$ cat config.mk
export PLATFORM = sky130hd
export DESIGN_NAME = aff2i_out
export DESIGN_NICKNAME = d
export VERILOG_FILES = /design/src/hw/rtl/aff2i_pkg.sv /design/src/hw/rtl/aff2i_out.sv
export SDC_FILE = /design/constraint.sdc
export NUM_CORES = 1
export LEC_CHECK = 0
export ABC_AREA = 1
export BUFFER_PORTS_ARGS = -buffer_cell sky130_fd_sc_hd__buf_4
export CAP_MARGIN = 10
export CORE_AREA = 2 2 335 337
export DETAILED_ROUTE_END_ITERATION = 10
export DIE_AREA = 0 0 337 339
export GPL_ROUTABILITY_DRIVEN = 0
export PLACE_DENSITY = 0.39
export SLEW_MARGIN = 15
export SYNTH_ARGS = -nofsm -noshare
export SYNTH_HDL_FRONTEND = slang
export SYNTH_SLANG_ARGS = --single-unit
$ cat constraint.sdc
create_clock -name clk -period 26.1 [get_ports clk]
set_clock_uncertainty 0.1 [all_clocks]
set_input_delay 2.61 -clock clk [delete_from_list [all_inputs] [get_ports clk]]
set_output_delay 2.61 -clock clk [all_outputs]
set_load 0.005 [all_outputs]
$ cat src/hw/rtl/aff2i_pkg.sv
// ----------------------------------------------------------------------------
// aff2i_pkg
// Types and constants shared by the affine inverse pipeline.
// ----------------------------------------------------------------------------
package aff2i_pkg;

  localparam int DATA_W        = 32;
  localparam int MAG_W         = 64;
  localparam int LANES         = 6;
  localparam int FRAC_BITS_DEF = 16;

  // quotient lanes, one per result value
  localparam int LANE_C1X = 0;
  localparam int LANE_C1Y = 1;
  localparam int LANE_C2X = 2;
  localparam int LANE_C2Y = 3;
  localparam int LANE_PX  = 4;
  localparam int LANE_PY  = 5;

  typedef struct packed {
    logic signed [DATA_W-1:0] lin_xx;
    logic signed [DATA_W-1:0] lin_yx;
    logic signed [DATA_W-1:0] lin_xy;
    logic signed [DATA_W-1:0] lin_yy;
    logic signed [DATA_W-1:0] shift_x;
    logic signed [DATA_W-1:0] shift_y;
  } in_word_t;

  typedef struct packed {
    logic signed [DATA_W-1:0] res_c1x;
    logic signed [DATA_W-1:0] res_c1y;
    logic signed [DATA_W-1:0] res_c2x;
    logic signed [DATA_W-1:0] res_c2y;
    logic signed [DATA_W-1:0] res_px;
    logic signed [DATA_W-1:0] res_py;
    logic                     singular;
  } out_word_t;

  // one quotient in flight: partial remainder, dividend low bits that
  // shift out while quotient bits shift in, overflow and result sign
  typedef struct packed {
    logic [MAG_W-1:0]  rem;
    logic [DATA_W-1:0] lowq;
    logic              ovf;
    logic              neg;
  } lane_t;

  typedef struct packed {
    lane_t [LANES-1:0] lane;
    logic [MAG_W-1:0]  den;
    logic              singular;
  } div_word_t;

endpackage

$ cat src/hw/rtl/aff2i_out.sv
// ----------------------------------------------------------------------------
// aff2i_out
// Sign and saturation of the quotients, output register with skid entry.
// ----------------------------------------------------------------------------
module aff2i_out import aff2i_pkg::*; (
  input  logic      clk,
  input  logic      rst_n,
  input  logic      in_valid,
  input  div_word_t in_data,
  output logic      adv,
  output logic      out_valid,
  input  logic      out_ready,
  output out_word_t out_data
);

  localparam logic [DATA_W-1:0] SAT_MAX = {1'b0, {(DATA_W-1){1'b1}}};
  localparam logic [DATA_W-1:0] SAT_MIN = {1'b1, {(DATA_W-1){1'b0}}};

  function automatic logic [DATA_W-1:0] sat_q(input lane_t ln);
    logic [DATA_W-1:0] q;
    logic [DATA_W-1:0] r;
    q = ln.lowq;
    if (ln.neg) begin
      // magnitude of exactly 2^31 still fits as the most negative value
      r = (ln.ovf || (q[DATA_W-1] && (|q[DATA_W-2:0]))) ? SAT_MIN : (~q + 1'b1);
    end else begin
      r = (ln.ovf || q[DATA_W-1]) ? SAT_MAX : q;
    end
    return r;
  endfunction

  out_word_t res;
  out_word_t out_d_r, out_d_nxt, skid_d_r, skid_d_nxt;
  logic      out_v_r, out_v_nxt, skid_v_r, skid_v_nxt;
  logic      load;

  always_comb begin
    if (in_data.singular) begin
      res          = '0;
      res.singular = 1'b1;
    end else begin
      res.res_c1x  = sat_q(in_data.lane[LANE_C1X]);
      res.res_c1y  = sat_q(in_data.lane[LANE_C1Y]);
      res.res_c2x  = sat_q(in_data.lane[LANE_C2X]);
      res.res_c2y  = sat_q(in_data.lane[LANE_C2Y]);
      res.res_px   = sat_q(in_data.lane[LANE_PX]);
      res.res_py   = sat_q(in_data.lane[LANE_PY]);
      res.singular = 1'b0;
    end
  end

  // pipeline moves only while the skid entry is free
  assign adv  = !skid_v_r;
  assign load = adv && in_valid;

  always_comb begin
    out_v_nxt  = out_v_r;
    out_d_nxt  = out_d_r;
    skid_v_nxt = skid_v_r;
    skid_d_nxt = skid_d_r;
    priority if (!out_v_r || out_ready) begin
      if (skid_v_r) begin
        out_v_nxt  = 1'b1;
        out_d_nxt  = skid_d_r;
        skid_v_nxt = 1'b0;
      end else begin
        out_v_nxt = load;
        out_d_nxt = res;
      end
    end else if (load) begin
      skid_v_nxt = 1'b1;
      skid_d_nxt = res;
    end else begin
      // stalled with nothing new arriving: both entries hold
      skid_v_nxt = skid_v_r;
    end
  end

  always_ff @(posedge clk) begin
    if (!rst_n) begin
      out_v_r  <= 1'b0;
      skid_v_r <= 1'b0;
    end else begin
      out_v_r  <= out_v_nxt;
      skid_v_r <= skid_v_nxt;
    end
  end

  always_ff @(posedge clk) begin
    out_d_r  <= out_d_nxt;
    skid_d_r <= skid_d_nxt;
  end

  assign out_valid = out_v_r;
  assign out_data  = out_d_r;

endmodule

==> results of run 1 <==
-- cells in the mapped netlist, drive strengths merged (23+ instances only) --
cell type,number
nand2,1032
nor2,488
edfxtp,386
inv,333
nand3,283
o21ai,117
nand4,113
a31oi,98
clkbuf,73
buf,64
a21oi,51
xor2,34
o31ai,28
nor3,23
-- power by group through the flow --
stage                     combinational (mW)  clock, mW  sequential, mW
after global placement                 0.276          0           0.761
after detailed placement               0.275          0           0.760
after floorplan                        0.122          0           0.765
after CTS                              0.276      0.750           0.749
final                                  0.270      0.723           0.748
after global routing                   0.303      0.771           0.752
-- layout make-up --
type / instances / area (um^2)
Fill cell: 12200 / 80300
Sequential cell: 388 / 11600
Multi-Input combinational cell: 2292 / 10400
Timing Repair Buffer: 416 / 3140
Tap cell: 1488 / 1860
Clock buffer: 65 / 1370
Inverter: 336 / 1270
Clock inverter: 30 / 302
Antenna cell: 3 / 7.51
-- layout by cell type, fill, tap and decap left out, types with 28 or more instances in the layout --
cell type	synthesis	final
buf_4	8	415
xor2_1	34	34
nand3_1	273	273
nor2_1	447	446
nand4_1	112	112
o21ai_1	34	34
inv_1	322	321
o31ai_1	28	28
nand2_1	1020	1019
edfxtp_1	386	386
a31oi_1	98	98
clkbuf_16	0	53
o21ai_0	82	82
a21oi_1	51	51
-- metrics by stage --
step | power [mW] | hold slack [ns]
4_1_cts | 1.77 | 0.416
3_3_place_gp | 1.04 | 0.402
5_1_grt | 1.83 | 0.433
2_1_floorplan | 0.887 | 0.394
3_5_place_dp | 1.04 | 0.403
6_report | 1.74 | 0.415
-- sequential cells by signal, summed over array words and instances (netlist names) --
name / count
skid_d_r: 193
out_data: 193
skid_v_r: 1
out_valid: 1
-- per-layer routing --
layer  routed length (um)  up-vias
met1                43600    10400
met4                 1610       34
met2                42700      644
li1                     -    11200
met3                10000      125
met5                  212        -
-- cell families (layout without fill, tap and decap cells) --
kind of cell               count (synthesis)  after routing  synth area share [%]
AOI/OAI and AO/OA                        309            309                  7.47
xor gates and xnor gates                  35             35                  1.28
adders and majority gates                  6              6                 0.313
buffers and inverters                    473            847                  7.90
DFF                                      388            388                  48.6
other                                      0              3                     0
and+or+nand+nor                         1942           1942                  34.5
-- worst max-delay path, stage by stage --
cell     delay (ns)
buf_4          0.11
inv_1          0.08
nand2_4        0.41
nor2_4         0.80
buf_4          0.82
buf_4          0.82
-- worst max-delay path by stage --
stage	from	endpoint	cells past startpoint
finish	out_ready	skid_d_r[183]	6
global route	out_ready	skid_d_r[171]	6
CTS	out_ready	skid_d_r[183]	6
detailed placement	out_ready	skid_d_r[26]	6
global placement	out_ready	skid_d_r[183]	6
floorplan	out_ready	skid_d_r[0]	3
==> results.cfg, run 1 <==
[setup_path]
end_kind = flip-flop
timing.rr.end = skid_d_r[183]
crit_type = in -> reg
arrival_ns = 5.80
start_kind = input port
crit_fanout = 57
crit_required_ns = 26.24
rr_worst_depth = 5
r2r-start = skid_v_r
rrSetupSlack_ns = 21.71

[hold_path]
holdPathEnd = out_data[10]
worstHoldStart = skid_d_r[10]
hold_class = reg -> reg
hold_depth = 2

[finish]
final_area_um2 = 30000
post-route-util_pct = 27.2
drive_above_1_share_pct = 16.2
nNetsFinal = 4149
final_cells = 5018
syn_to_final_growth_pct = 25.4

[cts]
postCtsResizedCells = 0
htreeDepth = 2
hold_buffers = 0
clk_latency_ns = 0.62
cts_buffers = 52
cts.sinks = 388
clk_root_buffer_cell = clkbuf_16
cts_max_path_buffers = 3
clk_transition_reported_paths_ns = 0.05
cts_tree = built
post_cts_buffers = 0

[floorplan]
core_um2 = 110000
start_util_pct = 21.7
ios = 852
fp.dieW_um = 337
die_y_um = 339
rows = 122
dieArea_um2 = 114000

[run_status]
outcome = complete, no violations

[grt]
grt_antenna_before_repair = 22
gr-usage-all-layers_pct = 16.9
use_met3_pct = 6.76
overflow = 0
grt_pass1_wl_um = 146000
met2_usage_pct = 26.1
busiest_layer = met2
met1_usage_pct = 22.1
grt_max_degree = 148
grt_pass1_vias = 22000

[logic_synthesis]
syn_area_per_cell_um2 = 7.60
yosys-top-cells-area = edfxtp_1 48%, nand2_1 16%, nor2_1 7.0%
synth.net_count = 3816
yosysWarnings = 0
ys_types = 37
synth-async-reset-ratio_pct = 0
synth-main-ff-cell = edfxtp_1
synth_largest_area_cell = edfxtp_1
synth_top_area_share_pct = 48.4
synth_edf_count = 386
yosys_register_bits = 388
synthCells = 3153
synth_area_um2 = 24000
seq_area_frac_synth_pct = 48.6

[sta]
fin_crit_sh_pct = 21.7
slew_viol_final = 0
fin_ws_ns = 20.44
finalSetupViolations = 0
fmax_mhz = 177
setup_tns_ns = 0
tightest_slew_ns = 1.04
grt_setup_unrepaired = false
min_period_ns = 5.66
hold_viol = 0
maxSlewHeadroom_pct = 30.8

[pwr]
power_frac_comb_pct = 15.5
power.share.clock_pct = 41.5
internal-power_mw = 1.25
leakagePower_nw = 13.1
switching_share_pct = 28.0
ir_drop_uv = 48.7
power.net_switching_uw = 487
power_density_nw_per_um2 = 58.0
seq_power_share_pct = 43.0

[drt]
drc = 0
drt_iter0_drc = 1475
route.detailed.wl_per_inst_um = 19.6
via_per_inst = 4.46
num_vias = 22400
drtAntennaViolNets = 0
first_pass_iters = 6
routed_wl_um = 98100

[place]
placedCellCount = 4920
dp_hpwl_um = 71000
place_area_um2 = 28300
post-place-ws_ns = 19.66
port_buffers = 403

[run]
cap_violations = 0
Note: power is estimated with default switching activity, not from simulation.
==> run 2, diff against run 1 <==
--- a/config.mk
+++ b/config.mk
@@ -12,7 +12,7 @@
 export DETAILED_ROUTE_END_ITERATION = 10
 export DIE_AREA = 0 0 337 339
 export GPL_ROUTABILITY_DRIVEN = 0
-export PLACE_DENSITY = 0.39
+export PLACE_DENSITY = 0.41
 export SLEW_MARGIN = 15
 export SYNTH_ARGS = -nofsm -noshare
 export SYNTH_HDL_FRONTEND = slang
==> constraint.sdc (replaced) <==
create_clock -name clk -period 4.6 [get_ports clk]
set_clock_uncertainty 0.1 [all_clocks]
set_input_delay 0.46 -clock clk [delete_from_list [all_inputs] [get_ports clk]]
set_output_delay 0.46 -clock clk [all_outputs]
set_load 0.005 [all_outputs]
==> run 2 against run 1 <==
Compared with the run above: sequential share of layout area is 0.27 points lower; core utilization is 0.19 points higher; largest cell class unchanged; register-to-register slack worse by 20 ns; global-route usage is 0.28 points lower; combinational power grew to 5.7 times the previous value; largest power group unchanged; worst hold slack worse by 0.25 ns; sequential power grew to 5.7 times the previous value; critical path depth is 2 lower; design area is 0.70% higher; highest routed layer unchanged.
==> results.cfg, run 2 (synthesis gave the netlist of run 1 again) <==
[cts]
cts_buffers = 53
clk_root_buffer_cell = clkbuf_16
postCtsResizedCells = 0
clk_latency_ns = 0.65
post_cts_buffers = 0
cts.sinks = 388
clk_transition_reported_paths_ns = 0.06
cts_tree = built
htreeDepth = 2
cts_max_path_buffers = 3

[place]
dp_hpwl_um = 69700
port_buffers = 403
post-place-ws_ns = 1.52

[sta]
fin_crit_sh_pct = 59.5
slew_viol_final = 0
setup_tns_ns = 0
maxSlewHeadroom_pct = 30.2
min_period_ns = 2.74
grt_setup_unrepaired = false
fmax_mhz = 365
finalSetupViolations = 0
tightest_slew_ns = 1.05
hold_viol = 0
fin_ws_ns = 1.86

[setup_path]
timing.rr.end = skid_d_r[26]
r2r-start = skid_v_r
endpoint = skid_d_r[26]
startpoint = skid_v_r
crit_required_ns = 4.74
crit_type = reg -> reg
crit_fanout = 116
rrSetupSlack_ns = 1.86
end_kind = flip-flop
start_kind = flip-flop
arrival_ns = 2.88
rr_worst_depth = 4

[finish]
nNetsFinal = 4157
drive_above_1_share_pct = 16.5
syn_to_final_growth_pct = 26.2
seqCellArea_um2 = 11600
post-route-util_pct = 27.4
final_cell_mix = 1019 x nand2_1, 446 x nor2_1, 415 x buf_4
final_common_cell = nand2_1
fill_cells = 12200
multiInputGateArea_um2 = 10500

[pwr]
power_density_nw_per_um2 = 331
power_frac_comb_pct = 15.4
seq_power_share_pct = 42.4
power.net_switching_mw = 2.85
leakagePower_nw = 13.2
switching_share_pct = 28.5
ir_drop_uv = 228
power.share.clock_pct = 42.2
internal-power_mw = 7.14

[grt]
grt_max_degree = 155
grt_pass1_vias = 21800
grt_pass1_wl_um = 144000
overflow = 0
grt_antenna_before_repair = 23
gr-usage-all-layers_pct = 16.6

[drt]
drc = 0
via_per_inst = 4.44
num_vias = 22300
route.detailed.wl_per_inst_um = 19.2
routed_wl_um = 96800
first_pass_iters = 5
drtAntennaViolNets = 0
drt_iter0_drc = 1397

[floorplan]
dieArea_um2 = 114000
core_um2 = 110000
rows = 122
fp.dieW_um = 337
ios = 852
start_util_pct = 21.7
die_y_um = 339

[run_status]
outcome = complete, no violations

[hold_path]
hold_class = in -> reg

[run]
cap_violations = 0
-- run 2: per-layer routing --
layer  GRT usage, %  vias up  routed length, um
met1           21.8    10400              43500
met2           25.5      615              41600
li1               -    11200                  -
met5              0        -                205
met4           3.62       30               1950
met3           6.61      126               9590
-- run 2: metrics by stage --
step / power (mW) / area [um^2] / std cells / hold WS, ns
finish: 10.0 / 30200 / 5031 / 0.161
global route: 10.5 / 30200 / 5025 / 0.129
CTS: 10.2 / 30200 / 5024 / 0.0805
detailed placement: 5.87 / 28400 / 4924 / 0.402
global placement: 5.87 / 28400 / 4924 / 0.402
floorplan: 5.01 / 24000 / 3153 / 0.394
-- run 2: worst min path at each step --
stage | endpoint | from | slack [ns] | cells past startpoint
3_3_place_gp | out_data[74] | skid_d_r[74] | 0.40 | 2
4_1_cts | skid_d_r[129] | in_data[165] | 0.08 | 3
6_report | skid_d_r[159] | in_data[195] | 0.16 | 5
5_1_grt | skid_d_r[129] | in_data[165] | 0.13 | 3
3_5_place_dp | out_data[110] | skid_d_r[110] | 0.40 | 2
2_1_floorplan | out_data[108] | skid_d_r[108] | 0.39 | 2
-- run 2: worst max-delay path, stage by stage, from the launching register on --
cell and delay [ns]:
dfxtp_4 0.50, inv_6 0.58, nand2_1 0.19, nor2_4 0.22
buf_12 0.50
-- run 2: repair_timing --
action | in CTS | in global routing
endpoints found under the setup margin | 0 | 0
hold endpoints to repair | 2 | 0
hold buffers | 3 | 0
-- run 2: final cells by class --
type / instances / share of cell area, %
diodes: 7 / 0.0579
clock buffers: 61 / 4.49
clock inverters: 36 / 1.30
inverters: 336 / 4.22
multi-input cells: 2292 / 34.6
flip-flops and latches: 388 / 38.5
well taps: 1488 / 6.16
repair buffers: 423 / 10.7
-- run 2: power groups by stage --
stage	Combinational, mW	Sequential (mW)	Clock [mW]
3_5_place_dp	1.56	4.31	0
4_1_cts	1.57	4.24	4.39
6_report	1.54	4.24	4.22
2_1_floorplan	0.696	4.31	0
3_3_place_gp	1.56	4.31	0
5_1_grt	1.72	4.26	4.50
